[src/rtl/njqd_pkg.sv]
// Shared types, codes and constants of the storage job queue dispatcher.
`timescale 1ns / 1ps
package njqd_pkg;

    localparam int QUEUE_DEPTH = 16;
    localparam int MAX_BLOCKS  = 8;
    localparam int RING_SLOTS  = QUEUE_DEPTH + 1;
    localparam int PTR_W       = $clog2(RING_SLOTS);
    localparam int CNT_W       = $clog2(QUEUE_DEPTH + 1);
    localparam int BLK_W       = (MAX_BLOCKS > 1) ? $clog2(MAX_BLOCKS) : 1;

    localparam int IN_W        = 16;
    localparam int OUT_W       = 24;

    // Actions
    localparam logic [1:0] ACT_ADD   = 2'd0;
    localparam logic [1:0] ACT_TICK  = 2'd1;
    localparam logic [1:0] ACT_QUERY = 2'd2;

    // Job kinds
    localparam logic [1:0] OP_READ  = 2'd1;
    localparam logic [1:0] OP_WRITE = 2'd2;

    // Driver result codes
    localparam logic [2:0] DRV_OK   = 3'd0;
    localparam logic [2:0] DRV_BUSY = 3'd1;
    localparam logic [2:0] DRV_ADDR = 3'd2;
    localparam logic [2:0] DRV_FAIL = 3'd3;

    // Data status codes
    localparam logic [2:0] DS_OK         = 3'd0;
    localparam logic [2:0] DS_CSUM_ERR   = 3'd1;
    localparam logic [2:0] DS_ID_ERR     = 3'd2;
    localparam logic [2:0] DS_WRITE_OK   = 3'd3;
    localparam logic [2:0] DS_READ_FAIL  = 3'd4;
    localparam logic [2:0] DS_WRITE_FAIL = 3'd5;
    localparam logic [2:0] DS_INVALID    = 3'd6;

    // Operation status codes
    localparam logic [2:0] OS_IDLE      = 3'd0;
    localparam logic [2:0] OS_READING   = 3'd1;
    localparam logic [2:0] OS_WRITING   = 3'd2;
    localparam logic [2:0] OS_READ_ERR  = 3'd3;
    localparam logic [2:0] OS_WRITE_ERR = 3'd4;

    // Last result codes
    localparam logic [1:0] LR_OK     = 2'd0;
    localparam logic [1:0] LR_FAILED = 2'd1;
    localparam logic [1:0] LR_BUSY   = 2'd2;

    // Register indexes
    localparam logic [0:0] REG_BLOCK_COUNT = 1'd0;
    localparam logic [0:0] REG_WAIT_LIMIT  = 1'd1;

    localparam logic [15:0] WAIT_LIMIT_RST  = 16'd1000;
    localparam logic [3:0]  BLOCK_COUNT_RST = 4'd8;

    // Classified item passed from front to back
    typedef struct packed {
        logic [1:0] action;
        logic [3:0] block;
        logic       write;
        logic       job_ok;
        logic       force_req;
        logic       driver_idle;
        logic [2:0] driver_result;
        logic       id_ok;
        logic       checksum_ok;
    } cmd_t;

    typedef struct packed {
        logic       add_accepted;
        logic       issue_valid;
        logic [2:0] issue_block;
        logic       issue_write;
        logic       finish_valid;
        logic       engine_idle;
        logic [2:0] query_data_status;
        logic [2:0] query_op_status;
        logic [1:0] query_last_result;
        logic [4:0] queue_count;
    } res_t;

endpackage

[src/rtl/njqd_front.sv]
// Front end: accepts input items, unpacks them and classifies add requests.
`timescale 1ns / 1ps
module njqd_front (
    input  logic               clk,
    input  logic               rst_n,
    input  logic               in_valid,
    output logic               in_ready,
    input  logic [1:0]         in_user,
    input  logic [12:0]        in_data,
    input  logic [3:0]         block_count,
    output logic               cmd_valid,
    input  logic               cmd_ready,
    output njqd_pkg::cmd_t     cmd
);
    import njqd_pkg::*;

    logic       valid_reg;
    cmd_t       cmd_reg;
    cmd_t       cmd_next;
    logic [1:0] op;
    logic [3:0] blk;

    assign in_ready  = !valid_reg || cmd_ready;
    assign cmd_valid = valid_reg;
    assign cmd       = cmd_reg;

    // Unpack and classify
    always_comb
    begin
        blk = in_data[3:0];
        op  = in_data[5:4];
        cmd_next.action        = in_user;
        cmd_next.block         = blk;
        cmd_next.write         = (op == OP_WRITE);
        cmd_next.job_ok        = (op == OP_READ || op == OP_WRITE)
                                 && (blk < block_count) && (blk < 4'(MAX_BLOCKS));
        cmd_next.force_req     = in_data[6];
        cmd_next.driver_idle   = in_data[7];
        cmd_next.driver_result = in_data[10:8];
        cmd_next.id_ok         = in_data[11];
        cmd_next.checksum_ok   = in_data[12];
    end

    always_ff @(posedge clk or negedge rst_n)
    begin
        if (!rst_n)
            valid_reg <= 1'b0;
        else if (in_ready)
            valid_reg <= in_valid;
    end

    always_ff @(posedge clk)
    begin
        if (in_ready && in_valid)
            cmd_reg <= cmd_next;
    end
endmodule

[src/rtl/njqd_back.sv]
// Back end: job ring, duplicate scan, dispatch engine and per-block status.
`timescale 1ns / 1ps
module njqd_back (
    input  logic           clk,
    input  logic           rst_n,
    input  logic           cmd_valid,
    output logic           cmd_ready,
    input  njqd_pkg::cmd_t cmd,
    input  logic [3:0]     block_count,
    input  logic [15:0]    wait_limit,
    output logic           res_valid,
    input  logic           res_ready,
    output njqd_pkg::res_t res
);
    import njqd_pkg::*;

    localparam logic [1:0] ST_IDLE = 2'd0;
    localparam logic [1:0] ST_SCAN = 2'd1;
    localparam logic [1:0] ST_DONE = 2'd2;

    logic [1:0]       state_reg, state_next;
    logic [PTR_W-1:0] head_reg, tail_reg, scan_reg;
    logic             waiting_reg;
    logic [BLK_W-1:0] cur_blk_reg;
    logic             cur_wr_reg;
    logic [15:0]      wcnt_reg;
    logic [2:0]       ds_reg [MAX_BLOCKS];
    logic [2:0]       os_reg [MAX_BLOCKS];
    logic [1:0]       lr_reg [MAX_BLOCKS];
    logic [BLK_W:0]   q_blk  [RING_SLOTS];
    logic             dup_reg;
    logic             res_valid_reg;
    res_t             res_reg, res_next;

    logic [PTR_W-1:0] head_inc, tail_inc, scan_inc;
    logic [CNT_W-1:0] count, count_after;
    logic [PTR_W-1:0] head_new, tail_new;
    logic             hit;
    logic             pop_blk_ok;
    logic [BLK_W-1:0] qb;
    logic             qw;
    logic [BLK_W-1:0] cb;

    function automatic logic [PTR_W-1:0] ring_inc(input logic [PTR_W-1:0] i);
        return (i == PTR_W'(RING_SLOTS - 1)) ? '0 : i + 1'b1;
    endfunction

    function automatic logic [CNT_W-1:0] ring_cnt(input logic [PTR_W-1:0] t,
                                                  input logic [PTR_W-1:0] h);
        return (t >= h) ? CNT_W'(t - h) : CNT_W'(t + PTR_W'(RING_SLOTS) - h);
    endfunction

    assign head_inc = ring_inc(head_reg);
    assign tail_inc = ring_inc(tail_reg);
    assign scan_inc = ring_inc(scan_reg);
    assign count    = ring_cnt(tail_reg, head_reg);
    assign hit      = (q_blk[scan_reg] == {cmd.write, cmd.block[BLK_W-1:0]});
    assign qb       = q_blk[head_reg][BLK_W-1:0];
    assign qw       = q_blk[head_reg][BLK_W];
    assign pop_blk_ok = (4'(qb) < block_count);
    assign cb       = cmd.block[BLK_W-1:0];

    assign cmd_ready = (state_reg == ST_DONE) && (!res_valid_reg || res_ready);
    assign res_valid = res_valid_reg;
    assign res       = res_reg;

    // Head/tail after this item's effect, for the status fields
    always_comb
    begin
        head_new = head_reg;
        tail_new = tail_reg;
        if (cmd.action == ACT_ADD && cmd.job_ok && !dup_reg)
        begin
            if (count >= CNT_W'(QUEUE_DEPTH))
            begin
                if (cmd.force_req)
                begin
                    head_new = head_inc;
                    tail_new = tail_inc;
                end
            end
            else
                tail_new = tail_inc;
        end
        else if (cmd.action == ACT_TICK && !waiting_reg && cmd.driver_idle
                 && count != '0)
            head_new = head_inc;
        count_after = ring_cnt(tail_new, head_new);
    end

    // Assemble the result item
    always_comb
    begin
        logic wait_next;
        res_next = '0;
        wait_next = waiting_reg;
        case (cmd.action)
            ACT_ADD:
                res_next.add_accepted = cmd.job_ok && !dup_reg
                    && (count < CNT_W'(QUEUE_DEPTH) || cmd.force_req);
            ACT_TICK:
            begin
                if (!waiting_reg)
                begin
                    if (cmd.driver_idle && count != '0 && pop_blk_ok)
                    begin
                        res_next.issue_valid = 1'b1;
                        res_next.issue_block = 3'(qb);
                        res_next.issue_write = qw;
                        wait_next = 1'b1;
                    end
                end
                else if (cmd.driver_idle &&
                         !(cmd.driver_result == DRV_BUSY && wcnt_reg != '0))
                begin
                    res_next.finish_valid = 1'b1;
                    wait_next = 1'b0;
                end
            end
            ACT_QUERY:
            begin
                if (cmd.block < block_count && cmd.block < 4'(MAX_BLOCKS))
                begin
                    res_next.query_data_status = ds_reg[cb];
                    res_next.query_op_status   = os_reg[cb];
                    res_next.query_last_result = lr_reg[cb];
                end
                else
                    res_next.query_data_status = DS_INVALID;
            end
            default: ;
        endcase
        res_next.engine_idle = (count_after == '0) && cmd.driver_idle && !wait_next;
        res_next.queue_count = 5'(count_after);
    end

    always_comb
    begin
        state_next = state_reg;
        case (state_reg)
            ST_IDLE:
                if (cmd_valid)
                    state_next = (cmd.action == ACT_ADD && cmd.job_ok) ? ST_SCAN : ST_DONE;
            ST_SCAN:
                if (scan_reg == tail_reg || hit)
                    state_next = ST_DONE;
            ST_DONE:
                if (cmd_ready)
                    state_next = ST_IDLE;
            default:
                state_next = ST_IDLE;
        endcase
    end

    // Control registers, scan and dispatch
    always_ff @(posedge clk or negedge rst_n)
    begin
        if (!rst_n)
        begin
            state_reg     <= ST_IDLE;
            head_reg      <= '0;
            tail_reg      <= '0;
            scan_reg      <= '0;
            dup_reg       <= 1'b0;
            waiting_reg   <= 1'b0;
            cur_blk_reg   <= '0;
            cur_wr_reg    <= 1'b0;
            wcnt_reg      <= WAIT_LIMIT_RST;
            res_valid_reg <= 1'b0;
            for (int i = 0; i < MAX_BLOCKS; i++)
            begin
                ds_reg[i] <= DS_OK;
                os_reg[i] <= OS_IDLE;
                lr_reg[i] <= LR_OK;
            end
        end
        else
        begin
            state_reg <= state_next;
            // Raise the result on completion, drop it once taken
            if (state_reg == ST_DONE && cmd_ready)
                res_valid_reg <= 1'b1;
            else if (res_ready)
                res_valid_reg <= 1'b0;
            case (state_reg)
                ST_IDLE:
                begin
                    scan_reg <= head_reg;
                    dup_reg  <= 1'b0;
                end
                ST_SCAN:
                begin
                    if (scan_reg != tail_reg)
                    begin
                        if (hit)
                            dup_reg <= 1'b1;
                        scan_reg <= scan_inc;
                    end
                end
                ST_DONE:
                begin
                    if (cmd_ready)
                    begin
                        head_reg <= head_new;
                        tail_reg <= tail_new;
                        if (cmd.action == ACT_TICK && cmd.driver_idle)
                        begin
                            if (!waiting_reg)
                            begin
                                if (count != '0 && pop_blk_ok)
                                begin
                                    cur_blk_reg <= qb;
                                    cur_wr_reg  <= qw;
                                    lr_reg[qb]  <= LR_BUSY;
                                    os_reg[qb]  <= qw ? OS_WRITING : OS_READING;
                                    wcnt_reg    <= wait_limit;
                                    waiting_reg <= 1'b1;
                                end
                            end
                            else
                            begin
                                case (cmd.driver_result)
                                    DRV_OK:
                                    begin
                                        waiting_reg <= 1'b0;
                                        os_reg[cur_blk_reg] <= OS_IDLE;
                                        if (cur_wr_reg)
                                        begin
                                            ds_reg[cur_blk_reg] <= DS_WRITE_OK;
                                            lr_reg[cur_blk_reg] <= LR_OK;
                                        end
                                        else if (!cmd.id_ok)
                                        begin
                                            ds_reg[cur_blk_reg] <= DS_ID_ERR;
                                            lr_reg[cur_blk_reg] <= LR_FAILED;
                                        end
                                        else if (!cmd.checksum_ok)
                                        begin
                                            ds_reg[cur_blk_reg] <= DS_CSUM_ERR;
                                            lr_reg[cur_blk_reg] <= LR_FAILED;
                                        end
                                        else
                                        begin
                                            ds_reg[cur_blk_reg] <= DS_OK;
                                            lr_reg[cur_blk_reg] <= LR_OK;
                                        end
                                    end
                                    DRV_BUSY, DRV_ADDR, DRV_FAIL:
                                    begin
                                        if (cmd.driver_result == DRV_BUSY && wcnt_reg != '0)
                                            wcnt_reg <= wcnt_reg - 1'b1;
                                        else
                                        begin
                                            waiting_reg <= 1'b0;
                                            os_reg[cur_blk_reg] <= cur_wr_reg ?
                                                OS_WRITE_ERR : OS_READ_ERR;
                                            ds_reg[cur_blk_reg] <= cur_wr_reg ?
                                                DS_WRITE_FAIL : DS_READ_FAIL;
                                            lr_reg[cur_blk_reg] <= LR_FAILED;
                                        end
                                    end
                                    default:
                                        waiting_reg <= 1'b0;
                                endcase
                            end
                        end
                    end
                end
                default: ;
            endcase
        end
    end

    // Ring payload and result register
    always_ff @(posedge clk)
    begin
        if (state_reg == ST_DONE && cmd_ready && tail_new != tail_reg)
            q_blk[tail_reg] <= {cmd.write, cb};
        if (state_reg == ST_DONE && cmd_ready)
            res_reg <= res_next;
    end
endmodule

[src/rtl/nvm_job_queue_dispatcher.sv]
// Top level of the storage job queue dispatcher.
`timescale 1ns / 1ps
// Usage:
//   s_axis carries one request item (add job, engine tick, query, no-op);
//   m_axis returns exactly one result item per request. cfg writes set
//   block_count (index 0) and wait_limit (index 1). The user must write them
//   only while the block is idle; the block does not enforce this. An item
//   passes a front register, then the back end. An add with a valid job
//   scans the waiting jobs one per cycle for a duplicate; other items skip it.
//   The duplicate scan over the job ring sets the rate; one item is worked
//   at a time in the back end while the front holds the next.
//   Reset empties the queue, clears all per-block status to ok/idle, sets
//   block_count to 8 and wait_limit to 1000. A stalled m_axis holds its
//   result; the back end then stops and the front fills and drops tready.
module nvm_job_queue_dispatcher (
    input  logic        clk,
    input  logic        rst_n,
    input  logic        s_axis_tvalid,
    output logic        s_axis_tready,
    // action[1:0]
    input  logic [1:0]  s_axis_tuser,
    // block[3:0], op[5:4], force_req[6], driver_idle[7],
    // driver_result[10:8], id_ok[11], checksum_ok[12], zero[15:13]
    input  logic [15:0] s_axis_tdata,
    output logic        m_axis_tvalid,
    input  logic        m_axis_tready,
    // add_accepted[0], issue_valid[1], issue_block[4:2], issue_write[5],
    // finish_valid[6], engine_idle[7], query_data_status[10:8],
    // query_op_status[13:11], query_last_result[15:14], queue_count[20:16]
    output logic [23:0] m_axis_tdata,
    input  logic        cfg_valid,
    output logic        cfg_ready,
    input  logic        cfg_index,
    input  logic [15:0] cfg_data
);
    import njqd_pkg::*;

    logic [3:0]  block_count_reg;
    logic [15:0] wait_limit_reg;
    logic        cmd_valid, cmd_ready;
    cmd_t        cmd;
    res_t        res;

    assign cfg_ready = 1'b1;

    // Configuration registers
    always_ff @(posedge clk or negedge rst_n)
    begin
        if (!rst_n)
        begin
            block_count_reg <= BLOCK_COUNT_RST;
            wait_limit_reg  <= WAIT_LIMIT_RST;
        end
        else if (cfg_valid)
        begin
            if (cfg_index == REG_BLOCK_COUNT)
                block_count_reg <= cfg_data[3:0];
            else
                wait_limit_reg <= cfg_data;
        end
    end

    njqd_front u_front (
        .clk        (clk),
        .rst_n      (rst_n),
        .in_valid   (s_axis_tvalid),
        .in_ready   (s_axis_tready),
        .in_user    (s_axis_tuser),
        .in_data    (s_axis_tdata[12:0]),
        .block_count(block_count_reg),
        .cmd_valid  (cmd_valid),
        .cmd_ready  (cmd_ready),
        .cmd        (cmd)
    );

    njqd_back u_back (
        .clk        (clk),
        .rst_n      (rst_n),
        .cmd_valid  (cmd_valid),
        .cmd_ready  (cmd_ready),
        .cmd        (cmd),
        .block_count(block_count_reg),
        .wait_limit (wait_limit_reg),
        .res_valid  (m_axis_tvalid),
        .res_ready  (m_axis_tready),
        .res        (res)
    );

    assign m_axis_tdata = {3'b000, res.queue_count, res.query_last_result,
                           res.query_op_status, res.query_data_status,
                           res.engine_idle, res.finish_valid, res.issue_write,
                           res.issue_block, res.issue_valid, res.add_accepted};

`ifndef ASSERT_OFF
    a_count_max: assert property (@(posedge clk) disable iff (!rst_n)
        m_axis_tvalid |-> (m_axis_tdata[20:16] <= 5'(QUEUE_DEPTH)))
        else $error("queue count above depth");
    a_issue_finish: assert property (@(posedge clk) disable iff (!rst_n)
        m_axis_tvalid |-> !(m_axis_tdata[1] && m_axis_tdata[6]))
        else $error("issue and finish in one result");
    a_hold: assert property (@(posedge clk) disable iff (!rst_n)
        (m_axis_tvalid && !m_axis_tready) |=> $stable(m_axis_tdata))
        else $error("stalled result changed");
`endif
endmodule
[config.mk]
export PLATFORM = sky130hd
export DESIGN_NAME = nvm_job_queue_dispatcher
export DESIGN_NICKNAME = d
export VERILOG_FILES = /design/src/rtl/njqd_pkg.sv /design/src/rtl/njqd_front.sv /design/src/rtl/njqd_back.sv /design/src/rtl/nvm_job_queue_dispatcher.sv
export SDC_FILE = /design/constraint.sdc
export NUM_CORES = 1
export LEC_CHECK = 0
export CAP_MARGIN = 30
export CORE_ASPECT_RATIO = 0.6
export CORE_MARGIN = 10
export CORE_UTILIZATION = 55
export DETAILED_ROUTE_END_ITERATION = 10
export DONT_BUFFER_PORTS = 1
export GPL_TIMING_DRIVEN = 0
export PLACE_DENSITY = 0.77
export SYNTH_ARGS = -nofsm -noshare
export SYNTH_HDL_FRONTEND = slang
export SYNTH_SLANG_ARGS = --single-unit
[constraint.sdc]
create_clock -name clk -period 5.86 [get_ports clk]
set_input_delay 0.586 -clock clk [delete_from_list [all_inputs] [get_ports clk]]
set_output_delay 0.586 -clock clk [all_outputs]
set_load 0.02 [all_outputs]
==> reports/qor.yml <==
yosys:
  yosysUniqueCellTypes: 81
  syn_area_um2: 13100
  netlist.area_leader.share_pct: 23.8
  synth_fa_ha_area_share_pct: 4.84
  yosysMostFrequentCell: "dfrtp_1"
  yosysWarnings: 0
  synth_seq_area_share_pct: 47.7
  ys.flop_type: "dfrtp_1"
  synthMuxAreaShare_pct: 14.1
  synth_edf_count: 104
  netlist_top_cells_count: "dfrtp_1, edfxtp_1, nor2_1"
  synthArstFlopShare_pct: 54.6
  ys_ff_latch: 229
  synth.area.top_cells: "edfxtp_1, dfrtp_1, mux4_2"
  synth_compound_area_share_pct: 14.6
  synth_xor_xnor_area_share_pct: 1.67
  syn-mean-instance-area_um2: 11.0
  synthSimpleGateAreaFrac_pct: 13.1
  synth_top_family_by_area: "compound AO/OA/AOI/OAI gates"
  synth_cells: 1192
  synth_area_leader_cell: "edfxtp_1"
timing:
  setup_tns_ps: 0
  hold_viol: 0
  setup_slack_ps: 343
  max_freq_mhz: 181
  min_period_ps: 5520
  slew_headroom_pct: 22.6
  worst_pin_slew_ps: 1150
  slew_viol_final: 0
  finClkSkew_ps: 22.6
  setup_viol: 0
  post-route-period-util_pct: 94.2
worst_setup_path:
  cp-end-kind: "register"
  crit_type: "reg2reg"
  cpMaxStageDelayCell: "fa_1"
  worstPathCellList: "inv_4 -> ha_2 -> fa_1 -> a21oi_1 -> a21oi_1 -> nor2_1 -> mux2_2 -> o32a_1 -> nor2_4 -> mux2i_2 -> ha_1 -> inv_1 -> ha_1 -> inv_1 -> fa_1 -> xnor2_1 -> mux2i_1 -> or4_1 -> nor4b_1"
  cp.arrival_ps: 5840
  cp_max_fo: 9
  crit_path_start_kind: "register"
  worst_ep_required_time_ps: 6180
  cpPeakStageDelay_ps: 630
grt:
  grt_use_total_pct: 24.6
  gr-usage-met3_pct: 8.25
  busiest_layer: "met1"
  grt_overflow_total: 0
  grt_max_degree: 126
  grt_pass1_vias: 9878
  use_met1_pct: 37.6
  grt_antenna_before_repair: 0
  grt_pass1_wl_mm: 58.6
  use_met2_pct: 32.3
place:
  place_congestion: 1.02
  dp_slack_ps: -528
  placedCellCount: 1512
  dp_hpwl_mm: 28.0
  placed_area_um2: 13600
  io_buffers: 0
floorplanning:
  start_util_pct: 56.4
  pin_count: 67
  die_area_um2: 30700
  die_h_um: 140
  fp.coreArea_um2: 23300
  die_w_um: 220
  core.rowCount: 43
power_and_ir_drop:
  power_mw: 6.76
  power_density_nw_per_um2: 467
  p_leak_nw: 5.63
  ir_drop_mv: 0.341
routing:
  ant_nets: 0
  wl_mm: 38.1
  route.detailed.wl_per_inst_um: 24.5
  drc: 0
  via_per_inst: 6.66
  via_count: 10400
  drt_iter0_markers: 1723
  dr.pass1.iters: 6
clocking:
  numCtsBuffers: 23
  cts_root_buffer: "clkbuf_16"
  htreeDepth: 1
  cts_sinks: 229
  cts_tree: "built"
  clk_pin_slew_ps: 60
  clkLatencyLatePin_ps: 530
  cts_buffer_depth: 3
min_path:
  min_path_type: "in2async"
flow_run:
  maxCapViolCount: 0
final_layout:
  antenna_cells: 0
  largest_reg_flops: 68
  areaGrowthSynthToFinish_pct: 10.2
  fin_area_um2: 14500
  final_cells: 1558
  nets: 1313
  drive_above_1_share_pct: 15.8
run_status:
  status: "complete, no violations"
-- placed cells by master, fill, tap and decap left out, drive strengths merged, types with 23 or more instances in the layout --
cell / instances
ha: 38
o21ai: 97
nor2: 103
clkbuf: 89
nand3: 31
dfrtp: 112
buf: 26
mux2i: 27
a21oi: 74
edfxtp: 104
inv: 55
mux2: 42
and3: 23
nand2: 68
mux4: 49
-- final cells by class --
cell class / instances / area [µm²]
buffer: 68 / 309
clock buffer: 36 / 729
clock inverter: 5 / 51.3
fill: 1835 / 8810
inverter: 57 / 220
multi-input combinational: 837 / 6390
sequential: 229 / 6270
tap: 315 / 394
timing repair buffer: 11 / 121
-- logic make-up after synthesis --
group	Yosys count
DFF	229
and+or+nand+nor	344
buffers and inverters	128
AOI/OAI and AO/OA	300
xor gates and xnor gates	25
other	2
adders and majority gates	46
muxes	118
-- layer usage --
metal	up-vias	part of all wire, %	wire [µm]
li1	4505	-	-
met1	5055	44	16700
met2	734	39	14900
met3	81	15	5530
met4	0	2.6	983
met5	-	0	0
-- power breakdown --
part	internal (mW)	switching, mW	total, mW
sequential	2.07	0.390	2.46
combinational	1.06	1.71	2.77
clock	0.901	0.633	1.53
-- worst paths after layout --
check	from	end	slack (ps)	cells past startpoint
worst min register to register	wait_limit_reg[12]	wait_limit_reg[12]	510	1
worst min-delay path	rst_n	u_back.ds_reg[10]	20	1
max in group asynchronous	rst_n	u_back.tail_reg[1]	5240	1
worst max-delay path	u_back.head_reg[2]	u_back.res[13]	340	19
min in group clk	s_axis_tdata[3]	u_front.cmd[12]	140	0
worst max register to register	u_back.head_reg[2]	u_back.res[13]	340	19
-- repair_timing --
item / in CTS / in global routing
pin swaps: 0 / 1
hold buffers: 1 / 0
hold endpoints to repair: 125 / 0
resized for setup: 5 / 13
endpoints found under the setup margin: 1 / 2
setup buffers: 0 / 5
-- critical path: cells and delay by family, from the launching register on --
kind / cells / cell delay (ps)
adder cells (fa/ha/maj): 5 / 1750
AND/OR/NAND/NOR: 4 / 1140
multiplexers: 3 / 770
AO/OA/AOI/OAI: 3 / 730
flip-flops: 1 / 480
buffers and inverters: 3 / 270
XOR/XNOR: 1 / 160
-- stage by stage --
stage	hold slack [ps]	util (%)
6_report	17.5	62.2
5_1_grt	66.9	62.2
4_1_cts	50.3	61.8
3_5_place_dp	303	58.3
3_3_place_gp	303	58.1
2_1_floorplan	290	-
Note: power is estimated with default switching activity, not from simulation.
